### config.mk
export PLATFORM = sky130hd
export DESIGN_NAME = png_chunk_framer_crc32_unit
export DESIGN_NICKNAME = d
export VERILOG_FILES = /design/src/cpf_pkg.sv /design/src/cpf_intake.sv /design/src/cpf_emitter.sv /design/src/png_chunk_framer_crc32_unit.sv
export SDC_FILE = /design/constraint.sdc
export NUM_CORES = 1
export LEC_CHECK = 0
export ABC_AREA = 1
export BUFFER_PORTS_ARGS = -buffer_cell sky130_fd_sc_hd__clkbuf_2
export CORE_UTILIZATION = 60
export DETAILED_ROUTE_END_ITERATION = 10
export PLACE_DENSITY = 0.78
export SLEW_MARGIN = 20
export SYNTH_ARGS = -nofsm -noshare
export SYNTH_HDL_FRONTEND = slang
export SYNTH_SLANG_ARGS = --single-unit
### constraint.sdc
create_clock -name clk -period 2.6 [get_ports clk]
set_input_delay 0.52 -clock clk [delete_from_list [all_inputs] [get_ports clk]]
set_output_delay 0.52 -clock clk [all_outputs]
set_load 0.05 [all_outputs]
### src/cpf_pkg.sv
package cpf_pkg;

  localparam int BYTE_W = 8;
  localparam int TYPE_W = 32;
  localparam int LEN_W  = 31;
  localparam int CRC_W  = 32;

  // Length word plus type word: eight bytes of chunk header
  localparam int HDR_BYTES = 8;
  localparam int HDR_W     = HDR_BYTES * BYTE_W;
  localparam int CNT_W     = $clog2(HDR_BYTES + 1);

  localparam logic [CRC_W-1:0] CRC_POLY = 32'hEDB88320;
  localparam logic [CRC_W-1:0] CRC_ONES = 32'hFFFFFFFF;

  // Byte-fold masks, top bit goes out first
  localparam logic [HDR_BYTES-1:0] FOLD_TYPE = 8'h0F;
  localparam logic [HDR_BYTES-1:0] FOLD_DATA = 8'h80;

  typedef enum logic {
    OP_START = 1'b0,
    OP_DATA  = 1'b1
  } op_t;

  typedef enum logic {
    PH_PAYLOAD = 1'b0,
    PH_CRC     = 1'b1
  } phase_t;

  // One queued job: payload bytes to send, which of them fold into the CRC,
  // and whether the inverted CRC follows
  typedef struct packed {
    logic [HDR_W-1:0]     bytes;
    logic [HDR_BYTES-1:0] fold;
    logic [CNT_W-1:0]     count;
    logic                 tail;
    logic                 err;
  } job_t;

  // Reflected CRC-32 update by one byte
  function automatic logic [CRC_W-1:0] crc_byte(input logic [CRC_W-1:0] crc,
                                                input logic [BYTE_W-1:0] b);
    logic [CRC_W-1:0] c;
    c = crc ^ {{(CRC_W-BYTE_W){1'b0}}, b};
    for (int k = 0; k < BYTE_W; k++) begin
      c = c[0] ? (CRC_POLY ^ (c >> 1)) : (c >> 1);
    end
    return c;
  endfunction

endpackage

### src/cpf_intake.sv
module cpf_intake
  import cpf_pkg::*;
(
  input  logic              clk,
  input  logic              rst,
  input  logic              in_valid,
  output logic              in_stall,
  input  logic              operation,
  input  logic [TYPE_W-1:0] chunk_type,
  input  logic [LEN_W-1:0]  chunk_length,
  input  logic [BYTE_W-1:0] data_byte,
  input  logic              job_ready,
  output logic              job_load,
  output job_t              job_next
);

  logic             chunk_open;
  logic             chunk_open_next;
  logic [LEN_W-1:0] bytes_remaining;
  logic [LEN_W-1:0] bytes_remaining_next;

  assign in_stall = !job_ready;
  assign job_load = in_valid && !in_stall;

  // Decode the word into a job and the new chunk state
  always_comb begin
    job_next             = '0;
    job_next.count       = CNT_W'(1);
    job_next.err         = 1'b1;
    chunk_open_next      = chunk_open;
    bytes_remaining_next = bytes_remaining;
    if (op_t'(operation) == OP_START) begin
      if (!chunk_open) begin
        job_next.bytes       = {1'b0, chunk_length, chunk_type};
        job_next.fold        = FOLD_TYPE;
        job_next.count       = CNT_W'(HDR_BYTES);
        job_next.err         = 1'b0;
        job_next.tail        = (chunk_length == '0);
        chunk_open_next      = (chunk_length != '0);
        bytes_remaining_next = chunk_length;
      end
    end else if (chunk_open) begin
      job_next.bytes       = {data_byte, {(HDR_W-BYTE_W){1'b0}}};
      job_next.fold        = FOLD_DATA;
      job_next.err         = 1'b0;
      job_next.tail        = (bytes_remaining == LEN_W'(1));
      chunk_open_next      = (bytes_remaining != LEN_W'(1));
      bytes_remaining_next = bytes_remaining - LEN_W'(1);
    end
  end

  // Advance chunk state on each accepted word
  always_ff @(posedge clk) begin
    if (rst) begin
      chunk_open      <= 1'b0;
      bytes_remaining <= '0;
    end else if (job_load) begin
      chunk_open      <= chunk_open_next;
      bytes_remaining <= bytes_remaining_next;
    end
  end

endmodule

### src/cpf_emitter.sv
module cpf_emitter
  import cpf_pkg::*;
(
  input  logic              clk,
  input  logic              rst,
  input  logic              job_load,
  input  job_t              job_next,
  output logic              job_ready,
  output logic              out_valid,
  input  logic              out_stall,
  output logic [BYTE_W-1:0] out_byte,
  output logic              run_last,
  output logic              chunk_done,
  output logic              item_error
);

  phase_t           phase;
  phase_t           phase_next;
  logic             busy;
  job_t             job;
  logic [1:0]       crc_idx;
  logic [CRC_W-1:0] crc;
  logic [CRC_W-1:0] crc_inv;

  logic              out_free;
  logic              emit;
  logic              last_pay;
  logic              finishing;
  logic [BYTE_W-1:0] emit_byte;
  logic              emit_last;
  logic              emit_done;

  assign out_free = !out_valid || !out_stall;
  assign emit     = busy && out_free;
  assign last_pay = (job.count == CNT_W'(1));
  assign crc_inv  = crc ^ CRC_ONES;

  // Pick the byte for this cycle and the phase after it
  always_comb begin
    phase_next = phase;
    emit_byte  = job.bytes[HDR_W-1 -: BYTE_W];
    emit_last  = 1'b0;
    emit_done  = 1'b0;
    finishing  = 1'b0;
    unique case (phase)
      PH_PAYLOAD: begin
        emit_last = last_pay && !job.tail;
        finishing = emit && emit_last;
        if (emit && last_pay && job.tail) begin
          phase_next = PH_CRC;
        end
      end
      PH_CRC: begin
        emit_byte = BYTE_W'(crc_inv >> {~crc_idx, 3'b000});
        emit_last = (crc_idx == 2'd3);
        emit_done = emit_last;
        finishing = emit && emit_last;
        if (finishing) begin
          phase_next = PH_PAYLOAD;
        end
      end
      default: begin
        phase_next = PH_PAYLOAD;
      end
    endcase
    if (job_load) begin
      phase_next = PH_PAYLOAD;
    end
  end

  assign job_ready = !busy || finishing;

  always_ff @(posedge clk) begin
    if (rst) begin
      phase <= PH_PAYLOAD;
    end else begin
      phase <= phase_next;
    end
  end

  // Hold the job, shift out payload bytes, fold them into the CRC
  always_ff @(posedge clk) begin
    if (rst) begin
      busy    <= 1'b0;
      job     <= '0;
      crc_idx <= '0;
      crc     <= CRC_ONES;
    end else begin
      if (emit) begin
        if (phase == PH_PAYLOAD) begin
          if (job.fold[HDR_BYTES-1]) begin
            crc <= crc_byte(crc, emit_byte);
          end
          if (!job_load) begin
            job.bytes <= job.bytes << BYTE_W;
            job.fold  <= job.fold << 1;
            job.count <= job.count - CNT_W'(1);
          end
          crc_idx <= '0;
        end else begin
          crc_idx <= crc_idx + 2'd1;
          if (emit_last) begin
            crc <= CRC_ONES;
          end
        end
      end
      if (job_load) begin
        busy <= 1'b1;
        job  <= job_next;
      end else if (finishing) begin
        busy <= 1'b0;
      end
    end
  end

  // Output register: load a byte whenever the slot is free
  always_ff @(posedge clk) begin
    if (rst) begin
      out_valid <= 1'b0;
    end else if (out_free) begin
      out_valid <= emit;
    end
  end

  always_ff @(posedge clk) begin
    if (emit) begin
      out_byte   <= emit_byte;
      run_last   <= emit_last;
      chunk_done <= emit_done;
      item_error <= job.err && (phase == PH_PAYLOAD);
    end
  end

endmodule

### src/png_chunk_framer_crc32_unit.sv
// PNG chunk framer. A start word (operation 0) emits the chunk length as
// four bytes, most significant first, then the four type bytes, and seeds
// the CRC-32 over the type; a data word (operation 1) passes its byte
// through and folds it into the CRC. After the last data byte, or straight
// after the header of a zero-length chunk, the inverted CRC follows as four
// bytes and chunk_done marks its final byte. run_last flags the last byte
// caused by each input word. A data word with no chunk open, or a start
// word inside an open chunk, gives one zero byte with item_error set and is
// otherwise dropped. The single byte-wide output sets the rate: one output
// byte per cycle unless stalled, so a data word gives one byte (five when
// it closes the chunk), a start word eight bytes (twelve for a zero-length
// chunk), and an error word one. The next input word is taken in the cycle
// the previous one sends its last byte; the output register holds a stalled
// byte, so a stalled output blocks the input after at most one more word.
module png_chunk_framer_crc32_unit
  import cpf_pkg::*;
(
  input  logic              clk,
  input  logic              rst,
  input  logic              in_valid,
  output logic              in_stall,
  input  logic              operation,
  input  logic [TYPE_W-1:0] chunk_type,
  input  logic [LEN_W-1:0]  chunk_length,
  input  logic [BYTE_W-1:0] data_byte,
  output logic              out_valid,
  input  logic              out_stall,
  output logic [BYTE_W-1:0] out_byte,
  output logic              run_last,
  output logic              chunk_done,
  output logic              item_error
);

  logic job_ready;
  logic job_load;
  job_t job_next;

  // Decode input words and track the open chunk
  cpf_intake u_intake (
    .clk          (clk),
    .rst          (rst),
    .in_valid     (in_valid),
    .in_stall     (in_stall),
    .operation    (operation),
    .chunk_type   (chunk_type),
    .chunk_length (chunk_length),
    .data_byte    (data_byte),
    .job_ready    (job_ready),
    .job_load     (job_load),
    .job_next     (job_next)
  );

  // Serialize bytes, run the CRC, drive the output register
  cpf_emitter u_emitter (
    .clk        (clk),
    .rst        (rst),
    .job_load   (job_load),
    .job_next   (job_next),
    .job_ready  (job_ready),
    .out_valid  (out_valid),
    .out_stall  (out_stall),
    .out_byte   (out_byte),
    .run_last   (run_last),
    .chunk_done (chunk_done),
    .item_error (item_error)
  );

endmodule
==> results of run 1 <==
==> power by group through the flow <==
stage | Sequential, mW | Combinational [mW] | Clock, mW
after global placement | 2.83 | 1.81 | 0
after floorplan | 2.85 | 1.37 | 0
final | 2.78 | 1.89 | 2.56
after global routing | 2.80 | 2.09 | 2.68
after CTS | 2.78 | 1.86 | 2.56
after detailed placement | 2.83 | 1.85 | 0
==> flip-flops by register name (all words and copies together), names as in the netlist <==
name	count
u_intake.bytes_remaining	31
u_emitter.run_last	1
u_emitter.busy	1
u_emitter.crc	32
u_emitter.out_byte	8
u_emitter.item_error	1
u_emitter.out_valid	1
u_emitter.crc_idx	2
u_emitter.job	78
u_emitter.chunk_done	1
u_emitter.phase	1
u_intake.chunk_open	1
==> per-layer routing <==
layer | GRT usage (%) | vias up
met4 | 11.2 | 0
met3 | 6.66 | 57
met1 | 43.6 | 4270
li1 | - | 4485
met5 | 0 | -
met2 | 52.6 | 417
==> final cells by class <==
type	instances	area, µm²	area share, %
multi-input cells	940	5100	48.9
well taps	188	235	2.26
repair buffers	113	678	6.50
flip-flops and latches	158	3270	31.4
clock buffers	18	450	4.32
inverters	143	548	5.25
clock inverters	14	148	1.42
==> cells in the mapped netlist (2+ instances only) <==
| cell | count | area (µm²) |
|---|---|---|
| nand2_1 | 309 | 1160 |
| dfxtp_1 | 147 | 2940 |
| inv_1 | 131 | 492 |
| o21ai_0 | 103 | 515 |
| a21oi_1 | 98 | 490 |
| nand3_1 | 85 | 425 |
| nor2_1 | 72 | 270 |
| nand2_2 | 41 | 257 |
| xor2_1 | 32 | 280 |
| clkbuf_1 | 30 | 113 |
| a22oi_1 | 24 | 180 |
| buf_2 | 24 | 120 |
| nand3_2 | 21 | 210 |
| o32ai_1 | 19 | 166 |
| a31oi_1 | 17 | 106 |
| o211ai_1 | 17 | 128 |
| mux2i_1 | 16 | 160 |
| edfxtp_1 | 11 | 330 |
| nand2_4 | 10 | 113 |
| nor3_1 | 9 | 45.0 |
| ha_1 | 8 | 100 |
| o21ai_1 | 8 | 40.0 |
| a211oi_1 | 7 | 52.6 |
| buf_6 | 7 | 78.8 |
| inv_2 | 7 | 26.3 |
| nor4_1 | 7 | 43.8 |
| nand4_1 | 5 | 31.3 |
| nor2_4 | 5 | 56.3 |
| xnor2_1 | 5 | 43.8 |
| buf_4 | 4 | 30.0 |
| nor2_2 | 4 | 25.0 |
| buf_1 | 3 | 11.3 |
| o22ai_1 | 3 | 18.8 |
| buf_8 | 2 | 30.0 |
| clkinv_1 | 2 | 7.51 |
| nand3b_1 | 2 | 15.0 |
| or2_2 | 2 | 12.5 |
| xor2_2 | 2 | 32.5 |
==> cells by family after synthesis <==
| logic type | after synthesis |
|---|---|
| simple gates | 576 |
| compound gates | 301 |
| buf+inv | 213 |
| flops | 158 |
| xor+xnor | 39 |
| mux | 16 |
| fa+ha+maj | 8 |
==> critical path, stage by stage (launching register included) <==
cell	delay, ns
dfxtp_1	0.58
buf_4	0.30
nand3_1	0.15
nand2_1	0.16
nand2_1	0.07
nand2_1	0.22
nand2_1	0.11
nand2_2	0.16
nand2_1	0.11
nand2_1	0.07
nand2_1	0.07
nand2_1	0.06
nand2_1	0.04
nand3_1	0.08
nand2_1	0.05
==> path summary, 6_finish.rpt <==
check / start / endpoint / slack [ns] / cells after the start
setup reg to reg: u_emitter.phase / u_emitter.crc[19] / 0.27 / 14
hold reg to reg: u_emitter.job[10] / u_emitter.job[11] / 0.46 / 2
hold / removal: chunk_type[3] / u_emitter.job[17] / 0.31 / 3
setup / recovery: u_emitter.phase / u_emitter.crc[19] / 0.27 / 14
==> stage by stage <==
stage	setup WS (ns)	hold WS [ns]	instances	power [mW]
3_5_place_dp	0.324	0.456	1542	4.68
2_1_floorplan	0.407	0.440	1311	4.22
4_1_cts	0.261	0.303	1574	7.20
6_report	0.275	0.310	1574	7.23
5_1_grt	0.0457	0.313	1574	7.57
3_3_place_gp	0.345	0.450	1542	4.64
==> results by group, run 1 <==
Final layout
  – NumNets Final: 1,457
  – Fin util: 68.9%
  – Most frequent cells in the layout: nand2_1 (309), dfxtp_1 (147), inv_1 (130)
  – Final instance area: 10,400 µm²
  – Synth-to-Final Area Change: 12.2%
  – Commonest non-fill, non-tap cell in the layout: nand2_1
  – Number of fill cells: 1,319
  – Fraction of layout cells with a size suffix above 1: 17.8%
  – Antenna fix cells: 0

Worst setup path
  – Arr. time, crit path: 2.66 ns
  – Setup crit start kind: flip-flop
  – Critical path endpoint category: flip-flop
  – Worst Path Required: 2.93 ns
  – Kind of critical path: reg2reg
  – Worst-path fanout max: 14

Floorplan
  – Initial core utilization: 61.4%
  – Die area: 16,000 µm²
  – IO Pins: 89
  – Die Y: 126 µm
  – Die width: 126 µm
  – Core Area: 15,100 µm²
  – FP Rows: 45

GRT
  – First-pass GRT wire length: 41,500 µm
  – Initial antenna violation count: 0
  – GRT Total Usage: 32.7%
  – Pin count of the biggest net entering global routing: 52
  – GR Overflow Total: 0
  – Vias in the first global route: 8,289

Power
  – Clk pwr share: 35.4%
  – Internal power: 4.69 mW
  – Peak supply drop: 516 µV
  – Leakage power: 4.78 nW
  – Sw frac: 35.2%
  – Comb power frac: 26.1%
  – Psw: 2.54 mW
  – Power per cell area: 693 nW/µm²
  – Sequential Power Share: 38.5%

Place
  – DP Area: 9830 µm²
  – # port buffers: 88
  – GP Congestion: 0.954
  – DP HPWL: 18,200 µm

Timing
  – Period utilization: 89.4%
  – Setup TNS: 0 ns
  – Slew @ Worst Pin: 0.554 ns
  – Slew margin rel.: 63.1%
  – Final setup viols: 0
  – Final min period: 2.33 ns
  – Hold Vio Cnt, Final: 0
  – Maximum clock frequency: 430 MHz
  – Count of final max-slew check failures: 0
  – RSZ-0062 raised after global routing: no
  – Skew final: 0.0123 ns

Yosys
  – Mean Syn Cell Area: 7.09 µm²
  – Ys async rst share: 0%
  – Sequential area share after synthesis: 35.2%
  – Mapped Cells: 1,311
  – Number of enable flip-flop cells after synthesis: 11
  – Mux share of post-synthesis cell area: 1.72%
  – Mapped Area: 9300 µm²
  – Largest family of logic cells by synthesized area: simple AND/OR/NAND/NOR gates
  – Netlist cell types: 50
  – Compound-gate portion of the synthesized area: 18.8%
  – Ys flop type: dfxtp_1
  – Synth Area in XOR/XNOR: 3.84%
  – Simple-Gate Fraction of Synth Area: 29.3%
  – Post-Syn Nets: 1,395
  – Synth Register Bits: 158
  – Synth warn: 0
  – Adder-Cell Fraction of Synth Area: 1.08%

Run status
  – Status: finished clean

CTS
  – Clock sink total: 158
  – Num CTS Buffers: 17
  – Root Driver: clkbuf_16
  – CTS tree: yes
  – Postcts setup bufs: 0
  – CTS Hold Bufs: 0
  – CTS H-Tree Depth: 4
  – Clock transition at path regs: 0.07 ns
  – Clk Latency, worst-skew pair: 0.44 ns
  – CTS resizes: 0
  – Longest Clk Path Bufs: 2

Route
  – DRC viols: 0
  – Post-Route WL: 25,600 µm
  – Wl on met1: 11,100 µm
  – Highest routed layer: met4
  – Drt pass-1 iters: 6
  – DR WL met3: 2020 µm
  – DR vias: 9,229
  – Post-route ant nets: 0
  – Wire length per cell: 16.3 µm
  – Starting DRT DRC Count: 927
  – Vias per inst: 5.86
  – WL met2: 11,800 µm

Flow run
  – Max-Cap Viols: 0

Min path
  – HP Class: in2reg
No activity file was read; power rests on OpenSTA's default activity.
==> run 2, diff against run 1 <==
--- a/config.mk
+++ b/config.mk
@@ -7,10 +7,11 @@
 export LEC_CHECK = 0
 export ABC_AREA = 1
 export BUFFER_PORTS_ARGS = -buffer_cell sky130_fd_sc_hd__clkbuf_2
-export CORE_UTILIZATION = 60
+export CORE_UTILIZATION = 61
 export DETAILED_ROUTE_END_ITERATION = 10
 export PLACE_DENSITY = 0.78
 export SLEW_MARGIN = 20
 export SYNTH_ARGS = -nofsm -noshare
 export SYNTH_HDL_FRONTEND = slang
+export SYNTH_HIERARCHICAL = 1
 export SYNTH_SLANG_ARGS = --single-unit
==> run 2 against run 1 <==
- sequential share of layout area is 1.8 points lower
- total power increased by 3.5%
- via count increased by 13%
- final area is 6.1% higher
- combinational power up 19%
- first-iteration DRC count is 13% higher
- worst hold slack better by 0.088 ns
- fmax is 1.3% lower
- setup slack worse by 0.031 ns
- synthesized area increased by 6.0%
- count of clock-buffer cells in the layout decreased by 1
- synthesized cell count increased by 17%
==> results by group, run 2 <==
Worst setup path
  – Worst reg-to-reg path cell count: 15
  – R2R Path End: u_emitter/crc[17]
  – Max incr delay on CP: 0.33 ns
  – Worst Path Required: 2.08 ns
  – Arr. time, crit path: 1.84 ns
  – Critical path endpoint category: output port
  – FF-to-FF setup slack: 0.26 ns
  – Setup crit start kind: flip-flop
  – Kind of critical path: reg2out
  – Worst-path fanout max: 3
  – Worst reg2reg startpoint: u_emitter/phase
  – Cells along the critical path: inv_1, ha_1, nand3_1, o31ai_1, nand2_1, nand2_1, inv_1, clkbuf_2
  – Crit path max-delay cell type: dfxtp_1

Timing
  – Count of final max-slew check failures: 0
  – Slew @ Worst Pin: 0.665 ns
  – RSZ-0062 raised after global routing: no
  – Slew margin rel.: 55.3%
  – Final min period: 2.36 ns
  – Final setup viols: 0
  – Skew final: 0.0112 ns
  – Hold Vio Cnt, Final: 0
  – Setup TNS: 0 ns
  – Setup WS post-layout: 0.244 ns
  – Period utilization: 90.6%
  – Maximum clock frequency: 424 MHz

Floorplan
  – Die Y: 129 µm
  – Die width: 129 µm
  – FP Rows: 46
  – Core Area: 15,800 µm²
  – IO Pins: 89
  – Initial core utilization: 62.2%
  – Die area: 16,700 µm²

Power
  – Power per cell area: 676 nW/µm²
  – Peak supply drop: 523 µV
  – PnR Total Power: 7.48 mW
  – Leakage power: 5.07 nW

CTS
  – Num CTS Buffers: 17
  – Postcts setup bufs: 0
  – CTS tree: yes
  – Longest Clk Path Bufs: 2
  – CTS H-Tree Depth: 4
  – Clock transition at path regs: 0.07 ns
  – Clk Latency, worst-skew pair: 0.43 ns
  – Root Driver: clkbuf_16
  – Clock sink total: 158

Yosys
  – Most area-hungry cell type in the Yosys netlist: dfxtp_1
  – Adder-Cell Fraction of Synth Area: 1.02%
  – Synth Area in XOR/XNOR: 2.21%
  – Synth area leaders: dfxtp_1 (30%), nand2_1 (18%), nor2_1 (6.5%)
  – Mean Syn Cell Area: 6.41 µm²
  – Compound-gate portion of the synthesized area: 15.8%
  – Synth warn: 6
  – Mux share of post-synthesis cell area: 0%
  – Netlist cell types: 46
  – Mapped Cells: 1,537
  – Post-synth top cells: nand2_1 (485), nor2_1 (171), dfxtp_1 (147), inv_1 (106), nand3_1 (100)
  – Sequential area share after synthesis: 33.2%
  – Largest family of logic cells by synthesized area: simple AND/OR/NAND/NOR gates
  – Synth Register Bits: 158
  – Ys async rst share: 0%
  – Ys flop type: dfxtp_1
  – Number of enable flip-flop cells after synthesis: 11
  – Post-synth top area share: 29.9%
  – Most frequent cell after synthesis: nand2_1
  – Mapped Area: 9850 µm²
  – Simple-Gate Fraction of Synth Area: 38.7%

Flow run
  – Max-Cap Viols: 0

GRT
  – First-pass GRT wire length: 46,500 µm
  – Pin count of the biggest net entering global routing: 111
  – GR Overflow Total: 0
  – Vias in the first global route: 9,228
  – Initial antenna violation count: 0
  – GRT Total Usage: 36.1%

Run status
  – Status: finished clean

Route
  – Post-route ant nets: 0
  – Post-Route WL: 29,300 µm
  – DR vias: 10.4k
  – DRC viols: 0
  – Vias per inst: 5.69
  – Starting DRT DRC Count: 1,052
  – Drt pass-1 iters: 6
  – Wire length per cell: 16.1 µm

Final layout
  – Number of fill cells: 1,430
  – Most frequent cells in the layout: nand2_1 (485), nor2_1 (171), dfxtp_1 (147)
  – Antenna fix cells: 0
  – Top reg by flops: u_emitter/job
  – Commonest non-fill, non-tap cell in the layout: nand2_1
  – Non-filler cells, final: 1,825
  – Max reg flops: 78
  – NumNets Final: 1,680
  – Top flop regs: u_emitter/job: 78 flops, u_emitter/crc: 32 flops, u_intake/bytes_remaining: 31 flops
  – Fraction of layout cells with a size suffix above 1: 16.0%
  – Synth-to-Final Area Change: 12.4%

Place
  – Setup WS pre-CTS: 0.239 ns
  – DP HPWL: 21,000 µm
  – GP Congestion: 1.01
  – Post-Place Cells: 1,793
  – # port buffers: 88

Min path
  – Worst hold endpoint: u_intake/bytes_remaining[0]
  – Hold path start: chunk_length[0]
  – HP Class: in2reg
  – Hold path cells: 3
[run 2: worst max-delay path by stage]
stage / start / cells after the start / endpoint
after detailed placement: u_emitter/job[3] / 11 / u_emitter/job[35]
after global routing: u_emitter/job[3] / 13 / u_emitter/job[35]
after CTS: u_emitter/job[3] / 11 / u_emitter/job[44]
after global placement: u_emitter/phase / 15 / u_emitter/crc[17]
final: u_emitter/job[3] / 8 / in_stall
after floorplan: u_emitter/phase / 12 / u_emitter/job[9]
[run 2: layout make-up]
| cell class | instances | area [µm²] | share of cell area, % |
|---|---|---|---|
| clock inverters | 15 | 151 | 1.37 |
| multi-input cells | 1171 | 5710 | 51.5 |
| flip-flops and latches | 158 | 3270 | 29.6 |
| well taps | 216 | 270 | 2.44 |
| inverters | 124 | 465 | 4.20 |
| repair buffers | 124 | 779 | 7.04 |
| clock buffers | 17 | 425 | 3.84 |
[run 2: what timing repair did]
action	CTS	global route
resized for setup	0	1
hold endpoints to repair	0	0
setup endpoints to repair	0	7
hold buffers	0	0
[run 2: cell families (layout without fill, tap and decap cells)]
logic type	Yosys count	count (layout)
adder cells (fa/ha/maj)	8	8
AO/OA/AOI/OAI	266	266
buffers and inverters	212	280
AND/OR/NAND/NOR	871	871
XOR/XNOR	21	21
flip-flops	158	158
other	1	5
[run 2: per-stage QoR]
step	area, µm²	utilization, %	hold WS, ns
2_1_floorplan	9870	-	0.431
3_3_place_gp	10500	66.3	0.451
3_5_place_dp	10500	66.3	0.455
4_1_cts	11100	69.9	0.393
5_1_grt	11100	69.9	0.404
6_report	11100	69.9	0.399
[run 2: report_power, final]
group          internal [mW]  switching (mW)
logic                  0.725            1.51
clock network           1.35            1.14
registers               2.62           0.134
[run 2: worst max-delay path, delay by kind of cell (launching register included)]
kind                     cells  cell delay [ns]
AO/OA/AOI/OAI                1             0.27
adder cells (fa/ha/maj)      1             0.14
buffers and inverters        3             0.37
flip-flops                   1             0.33
AND/OR/NAND/NOR              3             0.29
[run 2: per-layer routing]
metal / part of all wire [%] / vias to the layer above / global-route usage, %
met5: 0 / - / 0
met4: 4.9 / 0 / 20.1
met1: 42 / 4703 / 45.4
met2: 46 / 472 / 59.2
met3: 6.9 / 97 / 5.78
li1: - / 5114 / -
==> run 3, diff against run 2 <==
--- a/config.mk
+++ b/config.mk
@@ -10,6 +10,7 @@
 export CORE_UTILIZATION = 61
 export DETAILED_ROUTE_END_ITERATION = 10
 export PLACE_DENSITY = 0.78
+export RECOVER_POWER = 50
 export SLEW_MARGIN = 20
 export SYNTH_ARGS = -nofsm -noshare
 export SYNTH_HDL_FRONTEND = slang
==> run 3 against run 2 <==
- critical path depth is 7 higher
- combinational power is essentially flat
- non-clock buffer count stayed put
- clock skew rose by 0.00089 ns
- global-route usage is the same
- largest power group unchanged
==> results by group, run 3 (synthesis gave the netlist of run 2 again) <==
CTS
  – Root Driver: clkbuf_16
  – CTS Hold Bufs: 0
  – Clock transition at path regs: 0.07 ns
  – CTS resizes: 0
  – CTS tree: yes
  – Clock sink total: 158
  – Postcts setup bufs: 0
  – Longest Clk Path Bufs: 2
  – CTS H-Tree Depth: 4
  – Clk Latency, worst-skew pair: 0.43 ns
  – Num CTS Buffers: 17

Floorplan
  – Core Area: 15,800 µm²
  – FP Rows: 46
  – Initial core utilization: 62.2%
  – Die area: 16,700 µm²
  – Die width: 129 µm
  – IO Pins: 89
  – Die Y: 129 µm

Timing
  – Period utilization: 93.4%
  – Hold Vio Cnt, Final: 0
  – Maximum clock frequency: 412 MHz
  – Final setup viols: 0
  – Final min period: 2.43 ns
  – Skew final: 0.0121 ns
  – Slew margin rel.: 39.1%
  – Slew @ Worst Pin: 0.914 ns
  – RSZ-0062 raised after global routing: no
  – Setup WS post-layout: 0.171 ns
  – Count of final max-slew check failures: 0
  – Setup TNS: 0 ns

Final layout
  – Max reg flops: 78
  – Fraction of layout cells with a size suffix above 1: 14.5%
  – Most frequent cells in the layout: nand2_1 (492), nor2_1 (172), dfxtp_1 (147)
  – Number of fill cells: 1,444
  – Register area: 3270 µm²
  – Top flop regs: u_emitter/job: 78 flops, u_emitter/crc: 32 flops, u_intake/bytes_remaining: 31 flops
  – Synth-to-Final Area Change: 11.5%
  – NumNets Final: 1,680
  – Antenna fix cells: 0
  – Commonest non-fill, non-tap cell in the layout: nand2_1
  – Top reg by flops: u_emitter/job
  – Area occupied by multi-input gates: 5670 µm²

Route
  – Post-route ant nets: 0
  – Wire length per cell: 16.1 µm
  – DRC viols: 0
  – Vias per inst: 5.69
  – DR vias: 10.4k
  – Starting DRT DRC Count: 1,039
  – Drt pass-1 iters: 6
  – Post-Route WL: 29,400 µm

GRT
  – First-pass GRT wire length: 46,500 µm
  – Initial antenna violation count: 0
  – Pin count of the biggest net entering global routing: 111
  – GRT Total Usage: 36.1%
  – Vias in the first global route: 9,228
  – GR Overflow Total: 0

Power
  – Leakage power: 5.01 nW
  – Psw: 2.79 mW
  – Power per cell area: 679 nW/µm²
  – Comb power frac: 29.6%
  – Sequential Power Share: 36.9%
  – Clk pwr share: 33.5%
  – Internal power: 4.68 mW
  – Peak supply drop: 527 µV
  – Sw frac: 37.3%

Place
  – # port buffers: 88
  – GP Congestion: 1.01
  – DP HPWL: 21,000 µm
  – Setup WS pre-CTS: 0.239 ns

Min path
  – HP Class: in2reg

Run status
  – Status: finished clean

Flow run
  – Max-Cap Viols: 0

Worst setup path
  – Setup crit start kind: flip-flop
  – Worst Path Required: 2.93 ns
  – Worst-path fanout max: 16
  – Kind of critical path: reg2reg
  – Critical path endpoint category: flip-flop
  – Arr. time, crit path: 2.76 ns
## run 3: power by group through the flow
stage                     clock [mW]  combinational [mW]  sequential, mW
after global placement             0                2.15            2.80
final                           2.50                2.21            2.76
after CTS                       2.51                2.19            2.75
after detailed placement           0                2.18            2.80
after global routing            2.62                2.43            2.77
after floorplan                    0                1.61            2.83
## run 3: final timing paths
| check | start | end | slack (ns) | cells after the start |
|---|---|---|---|---|
| worst min register to register | u_emitter/job[18] | u_emitter/job[18] | 0.46 | 2 |
| worst max-delay path | u_emitter/phase | u_emitter/crc[17] | 0.17 | 15 |
| worst min-delay path | chunk_type[5] | u_emitter/job[19] | 0.41 | 5 |
| worst max register to register | u_emitter/phase | u_emitter/crc[17] | 0.17 | 15 |
## run 3: final cells by class
cell class / count / share of cell area, %
flip-flops and latches: 158 / 29.8
well taps: 216 / 2.46
inverters: 124 / 4.24
clock inverters: 15 / 1.38
multi-input cells: 1171 / 51.6
clock buffers: 17 / 3.87
repair buffers: 124 / 6.72
## run 3: critical path: stages, from the launching register on
cell and delay, ns:
dfxtp_1 0.49, buf_4 0.31, clkbuf_1 0.25, nand2_2 0.11, o21ai_2 0.13, nand2_2 0.10, nand2_4 0.13, nand2_1 0.06
nand2_1 0.17, nand2_1 0.08, nand2_1 0.11, inv_2 0.06, nand2_1 0.05, nand3_1 0.11, nand2_1 0.11, nand2_1 0.05
## run 3: layer usage
metal  wire (µm)  share of wire, %  up-vias  track usage [%]
met5           0                 0        -                0
met4        1430               4.8        0             20.1
met3        2080               7.1       95             5.78
met2       13600                46      486             59.2
met1       12300                42     4694             45.4
li1            -                 -     5118                -
## run 3: per-stage QoR
step | cell area (µm²) | util [%] | hold slack [ns] | cells | total power, mW
after floorplan | 9870 | - | 0.431 | 1541 | 4.43
final | 11000 | 69.4 | 0.406 | 1825 | 7.46
after global placement | 10500 | 66.3 | 0.451 | 1793 | 4.95
after detailed placement | 10500 | 66.3 | 0.455 | 1793 | 4.99
after global routing | 11000 | 69.4 | 0.406 | 1825 | 7.83
after CTS | 11100 | 69.9 | 0.393 | 1825 | 7.46
